==> config.mk <==
export PLATFORM = sky130hd
export DESIGN_NAME = egar_chunk_dec
export DESIGN_NICKNAME = d
export VERILOG_FILES = /design/src/egar_pkg.sv /design/src/egar_chunk_dec.sv
export SDC_FILE = /design/constraint.sdc
export NUM_CORES = 1
export LEC_CHECK = 0
export ABC_AREA = 0
export BUFFER_PORTS_ARGS = -buffer_cell sky130_fd_sc_hd__buf_2
export CORE_AREA = 2 2 119 121
export DETAILED_ROUTE_END_ITERATION = 16
export DIE_AREA = 0 0 121 123
export PLACE_DENSITY = 0.84
export RECOVER_POWER = 50
export SYNTH_ARGS = -nofsm -noshare
export SYNTH_HDL_FRONTEND = slang
export SYNTH_SLANG_ARGS = --single-unit
==> constraint.sdc <==
create_clock -name vclk -period 8
set_input_delay 0.8 -clock vclk [all_inputs]
set_output_delay 0.8 -clock vclk [all_outputs]
set_load 0.01 [all_outputs]
==> src/egar_pkg.sv <==
package egar_pkg;

  localparam int unsigned SampleW    = 16;
  localparam int unsigned SquareW    = 31;
  localparam int unsigned EnergyW    = 41;
  localparam int unsigned ChunkLenW  = 11;
  localparam int unsigned SilentW    = 8;
  localparam int unsigned BufferedW  = 12;
  localparam int unsigned AvailW     = 16;
  localparam int unsigned CfgIndexW  = 2;
  localparam int unsigned CfgValueW  = 41;

  localparam int unsigned ChunkLengthReset     = 160;
  localparam logic [EnergyW-1:0]   EnergyThresholdReset = 41'd17179869;
  localparam logic [SilentW-1:0]   SilentLimitReset     = 8'd200;
  localparam logic [BufferedW-1:0] MaxBufferedReset     = 12'd3000;

  typedef enum logic {
    OpPush = 1'b0,
    OpRead = 1'b1
  } op_e;

  typedef enum logic [CfgIndexW-1:0] {
    CfgChunkLength     = 2'd0,
    CfgEnergyThreshold = 2'd1,
    CfgSilentLimit     = 2'd2,
    CfgMaxBuffered     = 2'd3
  } cfg_index_e;

  typedef struct packed {
    op_e                       op;
    logic signed [SampleW-1:0] sample_in;
  } in_item_t;

  typedef struct packed {
    logic                      is_read_reply;
    logic signed [SampleW-1:0] sample_out;
    logic                      read_valid;
    logic                      chunk_silent;
    logic                      recording_now;
    logic [BufferedW-1:0]      released_chunks;
    logic [AvailW-1:0]         available_count;
  } out_item_t;

  typedef struct packed {
    cfg_index_e            index;
    logic [CfgValueW-1:0]  value;
  } cfg_req_t;

  typedef struct packed {
    logic [EnergyW-1:0]   energy_threshold;
    logic [SilentW-1:0]   silent_chunk_limit;
    logic [BufferedW-1:0] max_buffered_chunks;
  } gate_cfg_t;

  typedef struct packed {
    logic [EnergyW-1:0]   energy_sum;
    logic [SilentW-1:0]   silent_run;
    logic                 recording;
    logic [BufferedW-1:0] buffered;
    logic [AvailW-1:0]    available;
  } chunk_state_t;

  typedef struct packed {
    logic                 silent;
    logic                 advance;
    logic [BufferedW-1:0] released;
    logic [EnergyW-1:0]   energy_acc;
    chunk_state_t         next;
  } chunk_dec_t;

endpackage

==> src/egar_chunk_dec.sv <==
module egar_chunk_dec (
  input  egar_pkg::chunk_state_t             st_i,
  input  logic [egar_pkg::SquareW-1:0]       square_i,
  input  egar_pkg::gate_cfg_t                cfg_i,
  output egar_pkg::chunk_dec_t               dec_o
);
  import egar_pkg::*;

  logic [EnergyW:0]   sum_ext;
  logic [EnergyW-1:0] energy_acc;
  logic               silent;
  logic [SilentW-1:0] run_inc;
  logic [SilentW-1:0] run_n;
  logic               rec1;
  logic               rec2;
  logic               release_now;
  logic [BufferedW-1:0] buf_inc;
  logic [BufferedW-1:0] buf_n;
  logic [AvailW:0]      avail_sum;
  logic [AvailW-1:0]    avail_n;
  logic [BufferedW-1:0] released;

  always_comb begin
    sum_ext    = {1'b0, st_i.energy_sum} + (EnergyW+1)'(square_i);
    energy_acc = sum_ext[EnergyW] ? '1 : sum_ext[EnergyW-1:0];
    silent     = energy_acc < cfg_i.energy_threshold;
    run_inc    = (st_i.silent_run != '1) ? st_i.silent_run + 1'b1 : st_i.silent_run;

    release_now = 1'b0;
    run_n       = '0;
    rec1        = st_i.recording;
    if (silent) begin
      run_n = run_inc;
      if (run_inc >= cfg_i.silent_chunk_limit) begin
        run_n = '0;
        if (st_i.recording) begin
          rec1        = 1'b0;
          release_now = 1'b1;
        end
      end
    end else begin
      rec1 = 1'b1;
    end

    buf_inc = st_i.buffered;
    rec2    = rec1;
    if (rec1) begin
      buf_inc = (st_i.buffered != '1) ? st_i.buffered + 1'b1 : st_i.buffered;
      if (buf_inc >= cfg_i.max_buffered_chunks) begin
        rec2        = 1'b0;
        release_now = 1'b1;
      end
    end

    avail_sum = {1'b0, st_i.available} + (AvailW+1)'(buf_inc);
    avail_n   = st_i.available;
    buf_n     = buf_inc;
    released  = '0;
    if (release_now) begin
      released = buf_inc;
      avail_n  = avail_sum[AvailW] ? '1 : avail_sum[AvailW-1:0];
      buf_n    = '0;
    end

    dec_o.silent          = silent;
    dec_o.advance         = rec1;
    dec_o.released        = released;
    dec_o.energy_acc      = energy_acc;
    dec_o.next.energy_sum = '0;
    dec_o.next.silent_run = run_n;
    dec_o.next.recording  = rec2;
    dec_o.next.buffered   = buf_n;
    dec_o.next.available  = avail_n;
  end

endmodule
==> results of run 1 <==
report_power, final:
group          switching (µW)  leakage [µW]  internal, µW
registers                   0             0             0
logic                     428       0.00468           392
clock network               0             0             0
final timing paths:
kind	from	end	slack (ns)	depth (start not counted)
max	st_i[43]	dec_o[13]	-0.04	35
min	st_i[5]	dec_o[5]	1.95	4
synthesized netlist by cell type (6+ instances only):
master | number | area [µm²]
a21oi_1 | 70 | 350.3
xnor2_1 | 29 | 254.0
nor3_1 | 11 | 55.05
inv_1 | 88 | 330.3
nand3_1 | 32 | 160.2
o21ai_0 | 45 | 225.2
nor2b_1 | 26 | 162.7
o211ai_1 | 7 | 52.55
and2_1 | 8 | 50.05
a21o_1 | 18 | 135.1
a211oi_1 | 9 | 67.56
ha_1 | 105 | 1314
clkbuf_1 | 7 | 26.28
mux2_2 | 6 | 67.56
nand2b_1 | 12 | 75.07
nand4_1 | 16 | 100.1
o21a_1 | 13 | 97.59
and3_1 | 23 | 143.9
nand2_1 | 90 | 337.8
xor2_1 | 18 | 157.7
nor2_1 | 67 | 251.5
buf_4 | 47 | 352.8
a31oi_1 | 11 | 68.82
o21bai_1 | 6 | 45.04
through the flow:
| step | setup TNS, ns | instances | hold WS (ns) | total power [µW] | utilization, % |
|---|---|---|---|---|---|
| 2_1_floorplan | 0 | 861 | 1.746 | 429.0 | - |
| 5_1_grt | -5.417 | 1388 | 1.978 | 896.2 | 62.57 |
| 3_5_place_dp | -5.898 | 1374 | 1.955 | 718.3 | 57.06 |
| 6_report | -0.07790 | 1388 | 1.953 | 820.4 | 62.57 |
| 3_3_place_gp | -4.170 | 1374 | 1.952 | 703.0 | 57.06 |
| 4_1_cts | -0.007416 | 1378 | 1.955 | 763.2 | 59.84 |
kinds of logic (layout without fill, tap and decap cells):
kind of cell / Yosys count / in the layout
AOI/OAI and AO/OA: 204 / 204
xor gates and xnor gates: 47 / 47
buffers and inverters: 150 / 497
muxes: 12 / 12
other: 1 / 41
and+or+nand+nor: 300 / 300
adders and majority gates: 107 / 107
timing repair:
item | 4_1_cts | 5_1_grt
setup endpoints to repair | 16 | 16
gates cloned | 0 | 0
hold buffers | 0 | 0
setup buffers | 4 | 10
resized for setup | 69 | 59
pin swaps | 38 | 37
final cells by class:
cell class	count	area, µm²	share of cell area [%]
multi-input cells	711	5461	64.13
repair buffers	409	2497	29.32
inverters	88	332.8	3.908
well taps	180	225.2	2.644
layer usage:
metal  track usage (%)  up-vias  wire length [µm]
met1             29.90     3285              8294
li1                  -     3572                 -
met5                 0        -                13
met4             6.904        2               620
met3             2.076       53              1313
met2             46.07      300             10270
==> results by group, run 1 <==
Layout
  – Share of cells above drive strength 1: 42.63%
  – Leading cell type in the layout, fill and taps excluded: buf_2
  – Most frequent cells in the layout: buf_2, buf_4, nand2_1
  – Seq Cell Count: 0
  – Fillers: 1215
  – CLK BUF: 0
  – Nets: 1487
  – Area Growth Syn to Fin: 56.92%
  – Register Area: 0 µm²
  – Ant diodes: 0
  – Post-route cell area: 0.008517 mm²

GRT
  – Antenna violations before repair: 1
  – Largest net degree at the start of global routing: 32
  – Vias in the first global route: 6785
  – Grt ovf: 0
  – First-pass GRT wire length: 30490 µm
  – Total Routing Usage GR: 24.59%

Die
  – Starting Density: 39.87%
  – Die W: 121 µm
  – # rows: 43
  – I/O pins: 303
  – Core Area: 0.01361 mm²
  – Die ar.: 0.01488 mm²
  – Die Ht: 123 µm

Logic synthesis
  – Post-synthesis compound-gate area fraction: 24.20%
  – Avg Cell Area, Syn: 6.611 µm²
  – Cell variety after synth: 58
  – Area share of xor/xnor cells in the synthesized design: 7.584%
  – Cell count after synthesis: 821
  – Seq/Total Area, Yosys: 0%
  – Multiplexer area fraction after synthesis: 2.444%
  – Synth warn: 0
  – Largest family of logic cells by synthesized area: simple AND/OR/NAND/NOR gates
  – Simple-gate share of the synthesized area: 26.90%
  – Post-Synth Adder-Cell Area: 24.94%
  – Post-Syn Area: 0.005428 mm²

Timing
  – Period minus WS final: 8.039 ns
  – Slew margin rel.: 63.23%
  – Setup violations, final: 3
  – Worst setup margin: -0.03908 ns
  – Least-Margin Pin Slew: 0.5515 ns
  – Unrepaired setup endpoints after global routing: yes
  – Final Max Tran Viols: 0
  – Top achievable clock speed: 0.1244 GHz
  – Hold Violations, Final: 0
  – Tcrit/Tclk final: 100.5%

Status
  – Status: finished, violations left
  – Violated checks: setup timing

Place
  – Dpl hpwl: 16830 µm
  – Port Buffer Count: 262
  – GP Congestion: 0.9112
  – Post-DP Area: 0.007767 mm²
  – Pre-CTS setup slack: -0.4355 ns

Detailed routing
  – ANT nets after route: 0
  – Initial drt markers: 384
  – DRT Pass-1 Iters: 5
  – Via count: 7212
  – Post-route DRC: 0
  – Routed len/inst: 14.78 µm
  – Final Routed Wirelength: 20510 µm
  – Avg Vias per Cell: 5.196

Worst setup path
  – Largest stage delay, worst path: 0.43 ns
  – Crit start category: primary input
  – WP data required: 7.20 ns
  – CP max stage cell: a2111oi_4
  – Worst Setup End Kind: primary output
  – Critical-path maximum fanout: 11
  – Most used cell along the critical path: buf_6
  – Sum of buffers and inverters on the critical path: 7
  – Delay-heaviest family, CP: compound AO/OA/AOI/OAI gates
  – Critical path type: primary input to primary output
  – Worst EP arrival: 7.24 ns

Min path
  – Hold/Removal Path Class: primary input to primary output

Power and ir drop
  – P_leak: 0.004681 µW
  – PD cells: 96.32 mW/mm²
  – Maximum vdd ir drop: 0.00008412 V

Job
  – Maxcap violations: 0
Note: power is estimated with default switching activity, not from simulation.
==> inputs of run 2 (changes only) <==
==> constraint.sdc (replaced) <==
create_clock -name vclk -period 8
set_input_delay 0.4 -clock vclk [all_inputs]
set_output_delay 0.4 -clock vclk [all_outputs]
set_load 0.01 [all_outputs]
==> run 2 against run 1 <==
  * Critical path depth is 3 higher
  * Final area down 17%
  * Global-route usage is 3.2 points lower
  * Via count shrank 8.3%
  * Final cell count shrank 8.5%
  * The run now ends clean
  * Critical endpoint is now dec_o[2]
  * Count of clock-buffer cells in the layout unchanged
  * Core utilization down 11 points
  * Sequential share of layout area is the same
  * First-iteration DRC count decreased by 24%
  * Hold slack lost 0.79 ns
  * Maximum frequency is 4.6% higher
  * Wire length decreased by 12%
==> results by group, run 2 (synthesized netlist as in run 1, its figures left out) <==
Layout
  – Leading cell type in the layout, fill and taps excluded: buf_2
  – Nets: 1367
  – Share of cells above drive strength 1: 30.61%
  – Post-route cell area: 0.007072 mm²
  – Register Area: 0 µm²
  – Most frequent cells in the layout: buf_2, ha_1, nand2_1
  – Area Growth Syn to Fin: 30.29%
  – CLK BUF: 0
  – Fillers: 1364
  – Seq Cell Count: 0

Timing
  – Setup violations, final: 0
  – Final Max Tran Viols: 0
  – Slew margin rel.: 64.21%
  – Least-Margin Pin Slew: 0.5353 ns
  – Tcrit/Tclk final: 96.03%
  – Hold Violations, Final: 0
  – Period minus WS final: 7.683 ns
  – WHS: 1.164 ns
  – Top achievable clock speed: 0.1302 GHz

Detailed routing
  – ANT nets after route: 0
  – Metal2 WL: 8827 µm
  – Routed len/inst: 14.13 µm
  – Final Routed Wirelength: 17950 µm
  – DRT Pass-1 Iters: 4
  – Via count: 6617
  – WL met3: 1185 µm
  – Post-route DRC: 0
  – Initial drt markers: 292
  – M1 wire length: 7730 µm
  – Avg Vias per Cell: 5.210
  – Max layer used: met4

Power and ir drop
  – Clock network power share: 0%
  – Internal power: 283.2 µW
  – Maximum vdd ir drop: 0.00006078 V
  – P_leak: 0.003971 µW
  – Psw: 363.6 µW
  – Sw Ratio: 56.22%
  – PD cells: 91.46 mW/mm²
  – Comb power frac: 100.0%
  – Sequential share of power: 0%

Worst setup path
  – Crit start category: primary input
  – Worst EP arrival: 7.28 ns
  – WP data required: 7.60 ns
  – Sum of buffers and inverters on the critical path: 8
  – Worst Setup End Kind: primary output
  – Delay-heaviest family, CP: compound AO/OA/AOI/OAI gates
  – Critical-path maximum fanout: 8
  – WP depth: 38
  – Largest stage delay, worst path: 0.45 ns
  – CP max stage cell: nor4_1
  – Most used cell along the critical path: a21oi_1
  – Critical path type: primary input to primary output

Clocking
  – Post-cts hold buffer count: 0

Place
  – GP Congestion: 0.9338
  – Post-DP Area: 0.006813 mm²
  – Port Buffer Count: 262
  – Dpl hpwl: 15540 µm

Die
  – Die Ht: 123 µm
  – Starting Density: 39.87%
  – # rows: 43
  – Core Area: 0.01361 mm²
  – I/O pins: 303
  – Die W: 121 µm
  – Die ar.: 0.01488 mm²

Min path
  – WHS Path Cells: 3
  – Hold/Removal Path Class: primary input to primary output

GRT
  – Grt ovf: 0
  – First-pass GRT wire length: 26730 µm
  – Antenna violations before repair: 2
  – Total Routing Usage GR: 21.41%
  – Vias in the first global route: 5753
  – Largest net degree at the start of global routing: 51

Job
  – Maxcap violations: 0

Status
  – Status: finished, final reports clean
## run 2: cell types whose count changed in the layout (fill, tap and decap cells not counted), moves of 9 or more
| cell | change |
|---|---|
| buf_4 | -114 |
| buf_6 | -14 |
| ha_4 | -14 |
| ha_1 | +13 |
| o21ai_0 | +11 |
| buf_2 | +9 |
## run 2: worst paths after layout
kind	to	startpoint	slack, ns
worst max-delay path	dec_o[2]	st_i[37]	0.32
worst min-delay path	dec_o[13]	st_i[13]	1.16
## run 2: what timing repair did
action,CTS,global route
setup buffers,0,11
pin swaps,0,19
setup endpoints to repair,10,16
resized for setup,2,35
gates cloned,0,0
## run 2: cell type report
type	instances	area, µm²	area share, %
diodes	2	5.005	0.07077
inverters	88	334.1	4.724
multi-input cells	711	4994	70.61
well taps	180	225.2	3.185
repair buffers	289	1514	21.41
## run 2: per-layer routing
layer	vias to the layer above	global-route usage [%]
li1	3345	-
met1	3010	28.06
met2	246	38.83
met3	16	2.122
met4	0	2.834
met5	-	0
## run 2: power groups by stage
stage | clock [µW] | sequential, µW | combinational, µW
2_1_floorplan | 0 | 0 | 418
5_1_grt | 0 | 0 | 719
3_5_place_dp | 0 | 0 | 611
4_1_cts | 0 | 0 | 615
6_report | 0.0000334 | 0 | 647
3_3_place_gp | 0 | 0 | 601
## run 2: per-stage QoR
step | setup TNS, ns | util (%) | setup WS, ns | power (µW) | instances
final | 0 | 51.95 | 0.3174 | 646.8 | 1270
after detailed placement | -0.2324 | 50.05 | -0.03888 | 610.5 | 1257
after global routing | -0.7612 | 51.92 | -0.09108 | 718.8 | 1268
after floorplan | 0 | - | 0.4637 | 417.9 | 861
after global placement | 0 | 50.05 | 0.2004 | 601.1 | 1257
after CTS | 0 | 50.11 | 0.01346 | 614.9 | 1257
## run 2: tightest hold or removal path, stage by stage
cell	delay, ns
buf_2	0.12
mux2_1	0.13
buf_2	0.12
